## config.mk

```make
export PLATFORM = sky130hd
export DESIGN_NAME = snmp_response_value_extractor
export DESIGN_NICKNAME = d
export VERILOG_FILES = /design/src/sv/srve_pkg.sv /design/src/sv/srve_front.sv /design/src/sv/srve_fifo.sv /design/src/sv/srve_back.sv /design/src/sv/snmp_response_value_extractor.sv
export SDC_FILE = /design/constraint.sdc
export NUM_CORES = 1
export LEC_CHECK = 0
export ABC_AREA = 1
export BUFFER_PORTS_ARGS = -buffer_cell sky130_fd_sc_hd__buf_2
export CORE_MARGIN = 3
export CORE_UTILIZATION = 45
export CTS_BUF_LIST = sky130_fd_sc_hd__clkbuf_2
export CTS_CLUSTER_DIAMETER = 200
export DETAILED_ROUTE_END_ITERATION = 8
export PLACE_DENSITY = 0.67
export REMOVE_ABC_BUFFERS = 1
export SYNTH_ARGS = -nofsm -noshare
export SYNTH_HDL_FRONTEND = slang
export SYNTH_SLANG_ARGS = --single-unit
export TNS_END_PERCENT = 5
```

## constraint.sdc

```tcl
create_clock -name clk -period 6.64 [get_ports clk]
set_input_delay 0.332 -clock clk [delete_from_list [all_inputs] [get_ports clk]]
set_output_delay 0.332 -clock clk [all_outputs]
set_load 0.005 [all_outputs]
```

## src/sv/srve_pkg.sv

```systemverilog
package srve_pkg;

  localparam int MAX_DATAGRAM = 2048;
  // byte position saturates at MAX_DATAGRAM + 1
  localparam int POS_W = $clog2(MAX_DATAGRAM + 2);
  localparam logic [POS_W-1:0] POS_MAX = POS_W'(MAX_DATAGRAM);
  localparam logic [POS_W-1:0] POS_LIMIT = POS_W'(MAX_DATAGRAM + 1);

  localparam int LEN_W = 32;
  localparam int VLEN_W = 12;

  localparam logic [7:0] TAG_SEQUENCE = 8'h30;
  localparam logic [7:0] TAG_OID = 8'h06;
  localparam logic [6:0] MAX_LEN_OCTETS = 7'd4;

  // path positions
  localparam logic [3:0] STEP_MESSAGE = 4'd0;
  localparam logic [3:0] STEP_PDU = 4'd3;
  localparam logic [3:0] STEP_VB_LIST = 4'd7;
  localparam logic [3:0] STEP_VARBIND = 4'd8;
  localparam logic [3:0] STEP_OID = 4'd9;
  localparam logic [3:0] STEP_VALUE_HDR = 4'd10;
  localparam logic [3:0] STEP_VALUE_DATA = 4'd11;
  localparam logic [3:0] STEP_FINISHED = 4'd12;

  localparam int QDEPTH = 4;
  localparam int QPTR_W = $clog2(QDEPTH);
  localparam int QCNT_W = $clog2(QDEPTH + 1);

  typedef enum logic [1:0] {
    PH_TAG,
    PH_LEN_FIRST,
    PH_LEN_LONG,
    PH_BODY
  } phase_t;

  typedef enum logic [1:0] {
    ST_OK,
    ST_TRUNC,
    ST_TAG,
    ST_FORM
  } status_t;

  typedef struct packed {
    logic [7:0] in_byte;
    logic       last_byte;
  } in_t;

  typedef struct packed {
    logic              byte_valid;
    logic [7:0]        value_byte;
    logic              done_res;
    status_t           status;
    logic [7:0]        value_tag;
    logic [VLEN_W-1:0] value_length;
  } out_t;

  typedef struct packed {
    logic full;
    logic empty;
  } q_stat_t;

  // tag demanded at a path position; any tag where check is low
  function automatic logic tag_checked(input logic [3:0] step);
    tag_checked = (step == STEP_MESSAGE) || (step == STEP_VB_LIST) ||
                  (step == STEP_VARBIND) || (step == STEP_OID);
  endfunction

  function automatic logic [7:0] tag_wanted(input logic [3:0] step);
    tag_wanted = (step == STEP_OID) ? TAG_OID : TAG_SEQUENCE;
  endfunction

endpackage

```

## src/sv/srve_front.sv

```systemverilog
module srve_front (
  input  logic             clk,
  input  logic             rst,
  input  logic             rx_valid,
  input  srve_pkg::in_t    rx_data,
  input  srve_pkg::q_stat_t q_stat,
  output logic             rx_stall,
  output logic             push,
  output srve_pkg::out_t   push_data
);

  logic [3:0]                  step, step_next;
  srve_pkg::phase_t            phase, phase_next;
  logic [2:0]                  left, left_next;
  logic [srve_pkg::LEN_W-1:0]  accum, accum_next;
  logic [7:0]                  tag, tag_next;
  logic [srve_pkg::POS_W-1:0]  pos, pos_next;
  logic [srve_pkg::POS_W-1:0]  skip, skip_next;
  logic [srve_pkg::POS_W-1:0]  req_end, req_end_next;
  srve_pkg::status_t           err, err_next;

  logic accept;

  assign rx_stall = q_stat.full;
  assign accept   = rx_valid && !q_stat.full;

  always_ff @(posedge clk) begin
    if (rst) begin
      step    <= srve_pkg::STEP_MESSAGE;
      phase   <= srve_pkg::PH_TAG;
      left    <= '0;
      accum   <= '0;
      tag     <= '0;
      pos     <= '0;
      skip    <= '0;
      req_end <= '0;
      err     <= srve_pkg::ST_OK;
    end else begin
      step    <= step_next;
      phase   <= phase_next;
      left    <= left_next;
      accum   <= accum_next;
      tag     <= tag_next;
      pos     <= pos_next;
      skip    <= skip_next;
      req_end <= req_end_next;
      err     <= err_next;
    end
  end

  always_comb begin
    logic                        process;
    logic                        fin;
    logic [srve_pkg::LEN_W-1:0]  fin_len;
    logic [srve_pkg::LEN_W-1:0]  acc_new;
    logic [srve_pkg::POS_W:0]    end_sum;
    logic [srve_pkg::POS_W-1:0]  end_val;
    logic [srve_pkg::POS_W-1:0]  clamped;
    logic [srve_pkg::POS_W-1:0]  skip_dec;
    logic                        emit_byte;
    logic [7:0]                  b;

    step_next    = step;
    phase_next   = phase;
    left_next    = left;
    accum_next   = accum;
    tag_next     = tag;
    pos_next     = pos;
    skip_next    = skip;
    req_end_next = req_end;
    err_next     = err;
    process      = 1'b0;
    fin          = 1'b0;
    fin_len      = '0;
    acc_new      = '0;
    end_sum      = '0;
    end_val      = '0;
    clamped      = '0;
    skip_dec     = '0;
    emit_byte    = 1'b0;
    b            = rx_data.in_byte;
    push         = 1'b0;
    push_data    = '0;

    if (accept) begin
      if (pos <= srve_pkg::POS_MAX) begin
        pos_next = pos + 1'b1;
        process  = (pos < srve_pkg::POS_MAX);
      end

      if (process && (step < srve_pkg::STEP_FINISHED)) begin
        unique case (phase)
          srve_pkg::PH_TAG: begin
            tag_next = b;
            if (srve_pkg::tag_checked(step) && (b != srve_pkg::tag_wanted(step)) &&
                (err == srve_pkg::ST_OK)) begin
              err_next = srve_pkg::ST_TAG;
            end
            phase_next = srve_pkg::PH_LEN_FIRST;
          end
          srve_pkg::PH_LEN_FIRST: begin
            if (!b[7]) begin
              fin     = 1'b1;
              fin_len = srve_pkg::LEN_W'(b);
            end else if ((b[6:0] == 7'd0) || (b[6:0] > srve_pkg::MAX_LEN_OCTETS)) begin
              if (err == srve_pkg::ST_OK) begin
                err_next = srve_pkg::ST_FORM;
              end
              step_next  = srve_pkg::STEP_FINISHED;
              phase_next = srve_pkg::PH_TAG;
            end else begin
              left_next  = b[2:0];
              accum_next = '0;
              phase_next = srve_pkg::PH_LEN_LONG;
            end
          end
          srve_pkg::PH_LEN_LONG: begin
            acc_new    = {accum[srve_pkg::LEN_W-9:0], b};
            accum_next = acc_new;
            left_next  = left - 1'b1;
            if (left == 3'd1) begin
              fin     = 1'b1;
              fin_len = acc_new;
            end
          end
          srve_pkg::PH_BODY: begin
            emit_byte = (step == srve_pkg::STEP_VALUE_DATA);
            skip_dec  = (skip != '0) ? skip - 1'b1 : skip;
            skip_next = skip_dec;
            if (skip_dec == '0) begin
              step_next  = (step == srve_pkg::STEP_VALUE_DATA) ? srve_pkg::STEP_FINISHED
                                                               : step + 4'd1;
              phase_next = srve_pkg::PH_TAG;
            end
          end
          default: ;
        endcase

        // end of a header: record declared end, then advance the path or enter its body
        if (fin) begin
          accum_next = fin_len;
          if (fin_len > srve_pkg::LEN_W'(srve_pkg::MAX_DATAGRAM)) begin
            end_val = srve_pkg::POS_LIMIT;
            clamped = srve_pkg::POS_LIMIT;
          end else begin
            clamped = fin_len[srve_pkg::POS_W-1:0];
            end_sum = {1'b0, pos_next} + {1'b0, clamped};
            end_val = (end_sum > (srve_pkg::POS_W+1)'(srve_pkg::MAX_DATAGRAM)) ?
                      srve_pkg::POS_LIMIT : end_sum[srve_pkg::POS_W-1:0];
          end
          if (end_val > req_end) begin
            req_end_next = end_val;
          end
          phase_next = srve_pkg::PH_TAG;
          if (err != srve_pkg::ST_OK) begin
            step_next = srve_pkg::STEP_FINISHED;
          end else begin
            case (step)
              srve_pkg::STEP_MESSAGE, srve_pkg::STEP_PDU,
              srve_pkg::STEP_VB_LIST, srve_pkg::STEP_VARBIND: begin
                step_next = step + 4'd1;
              end
              srve_pkg::STEP_VALUE_HDR: begin
                if (fin_len == '0) begin
                  step_next = srve_pkg::STEP_FINISHED;
                end else begin
                  step_next  = srve_pkg::STEP_VALUE_DATA;
                  skip_next  = clamped;
                  phase_next = srve_pkg::PH_BODY;
                end
              end
              default: begin
                if (fin_len == '0) begin
                  step_next = step + 4'd1;
                end else begin
                  skip_next  = clamped;
                  phase_next = srve_pkg::PH_BODY;
                end
              end
            endcase
          end
        end
      end

      push                 = emit_byte || rx_data.last_byte;
      push_data.byte_valid = emit_byte;
      push_data.value_byte = emit_byte ? b : 8'd0;
      push_data.done_res   = rx_data.last_byte;

      if (rx_data.last_byte) begin
        if ((pos_next > srve_pkg::POS_MAX) || (pos_next < req_end_next) ||
            (step_next != srve_pkg::STEP_FINISHED)) begin
          push_data.status = srve_pkg::ST_TRUNC;
        end else begin
          push_data.status = err_next;
        end
        if (push_data.status == srve_pkg::ST_OK) begin
          push_data.value_tag    = tag_next;
          push_data.value_length = accum_next[srve_pkg::VLEN_W-1:0];
        end
        // ready for the next datagram
        step_next    = srve_pkg::STEP_MESSAGE;
        phase_next   = srve_pkg::PH_TAG;
        left_next    = '0;
        accum_next   = '0;
        tag_next     = '0;
        pos_next     = '0;
        skip_next    = '0;
        req_end_next = '0;
        err_next     = srve_pkg::ST_OK;
      end
    end
  end

endmodule

```

## src/sv/srve_fifo.sv

```systemverilog
module srve_fifo (
  input  logic              clk,
  input  logic              rst,
  input  logic              push,
  input  srve_pkg::out_t    push_data,
  input  logic              pop,
  output srve_pkg::q_stat_t q_stat,
  output srve_pkg::out_t    head
);

  srve_pkg::out_t                entries [srve_pkg::QDEPTH];
  logic [srve_pkg::QPTR_W-1:0]   wr_ptr, rd_ptr;
  logic [srve_pkg::QCNT_W-1:0]   count;

  assign q_stat.full  = (count == srve_pkg::QCNT_W'(srve_pkg::QDEPTH));
  assign q_stat.empty = (count == '0);
  assign head         = entries[rd_ptr];

  always_ff @(posedge clk) begin
    if (rst) begin
      wr_ptr <= '0;
      rd_ptr <= '0;
      count  <= '0;
    end else begin
      if (push) begin
        wr_ptr <= wr_ptr + 1'b1;
      end
      if (pop) begin
        rd_ptr <= rd_ptr + 1'b1;
      end
      if (push && !pop) begin
        count <= count + 1'b1;
      end else if (pop && !push) begin
        count <= count - 1'b1;
      end
    end
  end

  always_ff @(posedge clk) begin
    if (push) begin
      entries[wr_ptr] <= push_data;
    end
  end

endmodule

```

## src/sv/srve_back.sv

```systemverilog
module srve_back (
  input  logic              clk,
  input  logic              rst,
  input  srve_pkg::q_stat_t q_stat,
  input  srve_pkg::out_t    head,
  input  logic              res_stall,
  output logic              pop,
  output logic              res_valid,
  output srve_pkg::out_t    res_data
);

  // refill whenever the output register is empty or being taken
  assign pop = !q_stat.empty && (!res_valid || !res_stall);

  always_ff @(posedge clk) begin
    if (rst) begin
      res_valid <= 1'b0;
    end else if (pop) begin
      res_valid <= 1'b1;
    end else if (!res_stall) begin
      res_valid <= 1'b0;
    end
  end

  always_ff @(posedge clk) begin
    if (pop) begin
      res_data <= head;
    end
  end

endmodule

```

## src/sv/snmp_response_value_extractor.sv

```systemverilog
// snmp v1 response value extractor: takes a datagram one byte per transaction on the rx
// channel (last_byte marks its final byte) and walks the fixed ber path down to the
// first varbind value, checking the sequence and oid tags; value content bytes leave on
// the res channel as they arrive, and the final byte yields one transaction with done_res,
// status, value_tag and value_length. a byte that is neither value content nor the last
// byte yields no transaction. rate is one byte per cycle while the queue is not full: the
// front parser finishes each byte's header update (length add and compare against the
// largest declared end) as the byte is taken. a result is written into a four-entry queue
// by the edge that takes its byte, then moves from the queue head into the output register,
// which is refilled when empty or being taken; rx_stall rises only when the queue is full.
// when status is not ok the value bytes already passed out are to be discarded.
module snmp_response_value_extractor (
  input  logic           clk,
  input  logic           rst,
  input  logic           rx_valid,
  output logic           rx_stall,
  input  srve_pkg::in_t  rx_data,
  output logic           res_valid,
  input  logic           res_stall,
  output srve_pkg::out_t res_data
);

  // front to queue
  logic              push;
  srve_pkg::out_t    push_data;

  // queue to back
  logic              pop;
  srve_pkg::q_stat_t q_stat;
  srve_pkg::out_t    head;

  // byte parser, one header step per byte
  srve_front u_front (
    .clk       (clk),
    .rst       (rst),
    .rx_valid  (rx_valid),
    .rx_data   (rx_data),
    .q_stat    (q_stat),
    .rx_stall  (rx_stall),
    .push      (push),
    .push_data (push_data)
  );

  // short queue decouples parser from the consumer
  srve_fifo u_fifo (
    .clk       (clk),
    .rst       (rst),
    .push      (push),
    .push_data (push_data),
    .pop       (pop),
    .q_stat    (q_stat),
    .head      (head)
  );

  // output register toward the consumer
  srve_back u_back (
    .clk       (clk),
    .rst       (rst),
    .q_stat    (q_stat),
    .head      (head),
    .res_stall (res_stall),
    .pop       (pop),
    .res_valid (res_valid),
    .res_data  (res_data)
  );

endmodule

```

==> Word level (Yosys, flattened, before mapping) <==
Memories as Yosys holds them, arrays and structs flattened. A register that Yosys moved wholly into a read port is not among the register bits.
Index checks and enable logic that the tools add are counted.
{ "op_classes": {"add_sub_neg": 9, "order_cmp": 9, "eq_ne": 19, "mux": 96, "reduce_logical": 41} }
{ "op_table": {"columns": ["op", "n"], "rows": [
  ["12-bit two-way mux", 22],
  ["32-bit two-way mux", 4],
  ["24-bit two-way mux", 5],
  ["32-bit case mux with 2 select lines", 1],
  ["24-bit case mux with 2 select lines", 1],
  ["4-bit two-way mux", 10],
  ["2-bit two-way mux", 18],
  ["32-bit by 12-bit > comparator with 1-bit output (second input constant)", 1],
  ["32-bit zero test", 1],
  ["8-bit two-way mux", 4],
  ["22-bit two-way mux", 1],
  ["3-bit two-way mux", 7],
  ["20-bit two-way mux", 1],
  ["4-bit equality test (second input constant)", 4],
  ["4-bit case mux with 2 select lines", 2],
  ["5-bit AND reduction", 3],
  ["1-bit two-way mux", 14],
  ["12-bit by 12-bit adder with 13-bit output", 1],
  ["13-bit by 12-bit > comparator with 1-bit output (second input constant)", 1],
  ["12-bit by 1-bit adder with 12-bit output (second input constant)", 1],
  ["12-bit > comparator", 1],
  ["12-bit > comparator (second input constant)", 1],
  ["12-bit less-or-equal comparator (second input constant)", 1],
  ["12-bit zero test", 1],
  ["41 further kinds", 68]
]} }
{ "totals": {"register_bits": 87, "ramBits": 128, "inputBits": 13, "wordCells": 189, "mem_count": 1} }
{ "mem_list": {"columns": ["memory", "words", "width", "read_ports", "rd_ports_with_merged_regs", "write_ports", "line", "rtl"], "rows": [
  ["u_fifo.entries", 4, 32, 1, 1, 1, "srve_fifo.sv:11", "srve_pkg::out_t entries [srve_pkg::QDEPTH];"]
]} }

==> Longest topological paths before layout <==
{ "logic_depth": {"ltp_word": 29, "ltp_mapped": 50, "mapped_depth_nobuf": 48} }

==> By module <==
From an unflattened synthesis, not the netlist that was laid out.
{ "unflattened": {"cells_unflattened": 1610, "area_unflattened_um2": 13425.4} }
{ "modules_own_cells": {"columns": ["module", "instances", "cells_each", "area_per_inst_um2", "seq_area_each_um2"], "rows": [
  ["srve_front", 1, 1207, 7204.4, 1581.5],
  ["srve_fifo", 1, 367, 5222.5, 4023.9],
  ["srve_back", 1, 36, 998.5, 980.9]
]} }

==> Worst setup path after synthesis <==
OpenSTA, ideal clock, no wires.
{ "synth_timing": {"path_type": "reg2reg", "from": "register u_front.phase[0]", "to": "memory u_fifo.entries[0][11] (netlist bit) (data pin)", "arrival_ps": 5988, "t_required_ps": 6368, "slack_ps": 380, "stages_incl_launch_ff": 42, "synth_period_minus_slack_ps": 6260, "path_cell_list": "dfxtp_1 inv_1 ha_1 nand2_2 nor2_1 nor2_8 buf_1 nor2_1 ha_1 a21oi_1 nand2_1 nand2_1 nand2_1 nand2_1 nand3_1 and2_1 nand4_1 nand2_1 [6 not listed] nor4_1 nand2_1 nand3_1 o21ai_0 nor3_1 inv_1 clkbuf_1 nand2_1 o21ai_0 ha_1 a21oi_1 nor2_1 a211oi_1 o221a_2 nand2_1 nand4_2 buf_6 nor2_2"} }
{ "synth_rtl": {"columns": ["element", "line", "rtl"], "rows": [
  ["from (decl)", "srve_front.sv:13", "srve_pkg::phase_t phase, phase_next;"],
  ["from (signal assigned)", "srve_front.sv:30", "phase <= srve_pkg::PH_TAG;"],
  ["from (signal assigned)", "srve_front.sv:40", "phase <= phase_next;"],
  ["to (decl)", "srve_fifo.sv:11", null]
]} }

==> results.md <==
- Synth Warn #: 0
- Mapped cell area: 13240 um^2
- VDD IR-drop max: 140.0 uV
- Fin Setup TNS: 0 ns
- Worst r2r dst: u_fifo.entries[0][10]
- Layer with the highest usage: met2
- #FFs+latches synth: 247
- Clock Latency Late Sink: 0.84 ns
- Hold path depth: 6
- Crit path largest cell delay: 0.39 ns
- Area of the multi-input gates: 6220 um^2
- Tmin final: 6.412 ns
- Filler cell count: 2700
- Most prevalent standard cell on the critical path: nand2_2
- Synth Flop Type: edfxtp_1
- M2 GR Usage: 36.45%
- Leakage: 0.006395 uW
- Unique masters post-synth: 50
- Startpoint types: register
- Hold Crit Start: rx_valid
- Gr ovfl total: 0
- CP startpoint: u_front.pos[1]
- PwrDens: 296.9 nW/um^2
- Pre-antenna DRT Iters: 5
- RePlAce Congestion: 0.9648
- M3 GR Usage: 4.750%
- Clock root cell: clkbuf_2
- Initial antenna violation count: 1
- Most common cell after layout, fill and taps aside: nand2_1
- Setup violators final: 0
- Storage cell area: 6550 um^2
- Cells on worst reg2reg path: 40
- Mean Syn Cell Area: 8.368 um^2
- Starting DRT DRC Count: 1039
- IO Count: 47
- Slew headroom: 25.73%
- Antenna Nets Post-Route: 0
- Period utilization: 96.56%
- Starting Density: 45.87%
- Area Growth Syn to Fin: 16.64%
- Endpoint of the worst hold path: u_front.err[1]
- Clock transition at path regs: 0.09 ns
- Fin nets: 1770
- Req. time, crit path: 7.17 ns
- Share of post-route cells with drive strength above 1: 20.49%
- Critical path fanouts, max: 7
- WS Path Type: reg2reg
- DRC Markers: 0
- Final Skew: 0.07608 ns
- Utilization after layout: 53.50%
- CTS max path bufs: 3
- CTS tree: yes
- Final Hold Viols: 0
- Routed via count: 11.62k
- Worst r2r src: u_front.pos[1]
- # rows: 62
- Commonest non-fill, non-tap cells in the layout: nand2_1 (285), nor2_1 (181), inv_1 (178)
- Critical path buffer and inverter count: 5
- Max_cap viols: 0
- WL per Instance: 16.59 um
- CP top delay family: simple AND/OR/NAND/NOR gates
- Sequential cell area fraction in the yosys report: 49.45%
- Final HPWL DP: 23.46 mm
- Post-Synthesis Cells: 1582
- CTS sink cnt: 247
- Chip Height: 177.5 um
- Post-route setup slack: 0.2284 ns
- Placement Setup Slack: -0.07528 ns
- Port Buffer Count: 46
- First-pass GRT wire length: 55.02 mm
- Post-synth EDFFs: 160
- Hold Crit Class: in2reg
- Vias per inst: 5.438
- Slowest CP cell: fa_2
- TritonCTS Buffers: 67
- Final wirelength: 35.45 mm
- Arr. time, crit path: 6.94 ns
- Met1 GRT Util: 27.69%
- GRT Util Overall: 21.85%
- Status: complete, no violations
- Reg2Reg Setup Slack: 0.23 ns
- Die ar.: 31510 um^2
- Async set or reset register ratio after synthesis: 0%
- Vias in the first global route: 10.77k
- CTS H-tree depth: 3
- Max frequency: 156.0 MHz
- Largest net degree at the start of global routing: 67
- Final count of pins violating max slew: 0
- DIE WIDTH: 177.5 um
- Core area: 28860 um^2
- Critical Path End Type: register
- Slew @ Worst Pin: 1.113 ns
cell usage after synthesis, drive strengths merged, types with 5 or more instances:
library cell    n  share of area, %
nand4          20              0.99
nand3          79               3.3
nand2         309               9.0
nor3           15              0.57
a211oi          6              0.34
nor4            5              0.24
o22ai          55               2.6
inv           194               5.5
o32ai           5              0.33
buf            11              0.57
nor2          233               7.5
a2bb2oi        15              0.99
xor2           13              0.86
clkbuf         53               1.5
o21ai         147               5.6
dfxtp          87                13
edfxtp        160                36
ha             54               5.1
a21oi          85               3.2
registers in the layout (all words and copies together) (netlist names):
register / count
u_front.req_end: 12
u_fifo.count: 3
u_front.step: 4
u_front.pos: 12
u_fifo.rd_ptr: 2
u_front.err: 2
u_front.skip: 12
u_front.accum: 24
u_fifo.wr_ptr: 2
u_front.tag: 8
u_fifo.entries: 128
u_back.res_valid: 1
u_front.phase: 2
u_back.res_data: 32
u_front.left: 3
stage by stage:
step	power [uW]	area [um^2]	cells	hold WS [ns]
floorplan	2888	12960	1518	0.4011
global placement	3360	14040	1992	0.4514
detailed placement	3400	14040	1992	0.4553
CTS	4573	14760	2116	0.01097
global route	4897	15440	2137	0.06352
finish	4584	15440	2137	0.07666
area by class of cell:
type	count	share of cell area, %
Tap cell	384	3.112
Timing Repair inverter	1	0.03241
Timing Repair Buffer	111	5.073
Sequential cell	247	42.42
Multi-Input combinational cell	1079	40.28
Inverter	194	4.716
Antenna cell	1	0.01621
Clock inverter	19	1.070
Clock buffer	101	3.274
worst max-delay path by stage:
stage	to	depth (start not counted)
2_1_floorplan	u_fifo.entries[0][0]	39
3_3_place_gp	u_fifo.entries[3][6]	38
3_5_place_dp	u_fifo.entries[2][6]	41
4_1_cts	u_fifo.entries[0][2]	41
5_1_grt	u_fifo.entries[2][6]	40
6_report	u_fifo.entries[0][10]	40
kinds of logic (layout without fill, tap and decap cells):
family,count (synthesis),count (layout),share of synthesized area (%)
DFF,247,247,49.45
adders and majority gates,56,56,5.406
AOI/OAI and AO/OA,339,339,14.65
other,0,1,0
and+or+nand+nor,665,667,21.80
buffers and inverters,258,426,7.571
xor gates and xnor gates,17,17,1.125
timing repair:
action | CTS | global route
pin swaps | 0 | 31
gates cloned | 0 | 6
buffers inserted | 0 | 14
resized for setup | 5 | 113
hold buffers | 4 | 0
setup endpoints to repair | 80 | 88
endpoints found under the hold margin | 7 | 0
worst reg2reg max path, delay by kind of cell (launching register included):
family / cells / cell delay, ns
AO/OA/AOI/OAI: 5 / 0.72
adder cells (fa/ha/maj): 5 / 1.15
AND/OR/NAND/NOR: 23 / 2.90
XOR/XNOR: 2 / 0.38
buffers and inverters: 5 / 0.67
flip-flops: 1 / 0.33
report_power, final:
group          switching (uW)  internal, uW
combinational             982           472
clock                     642           524
sequential               71.0          1890
total                    1690          2890
metal layers:
metal	up-vias	part of all wire, %
met5	-	0
met1	5479	43
li1	5641	-
met2	415	48
met4	0	3.0
met3	85	6.6
No activity file was read; power rests on OpenSTA's default activity.
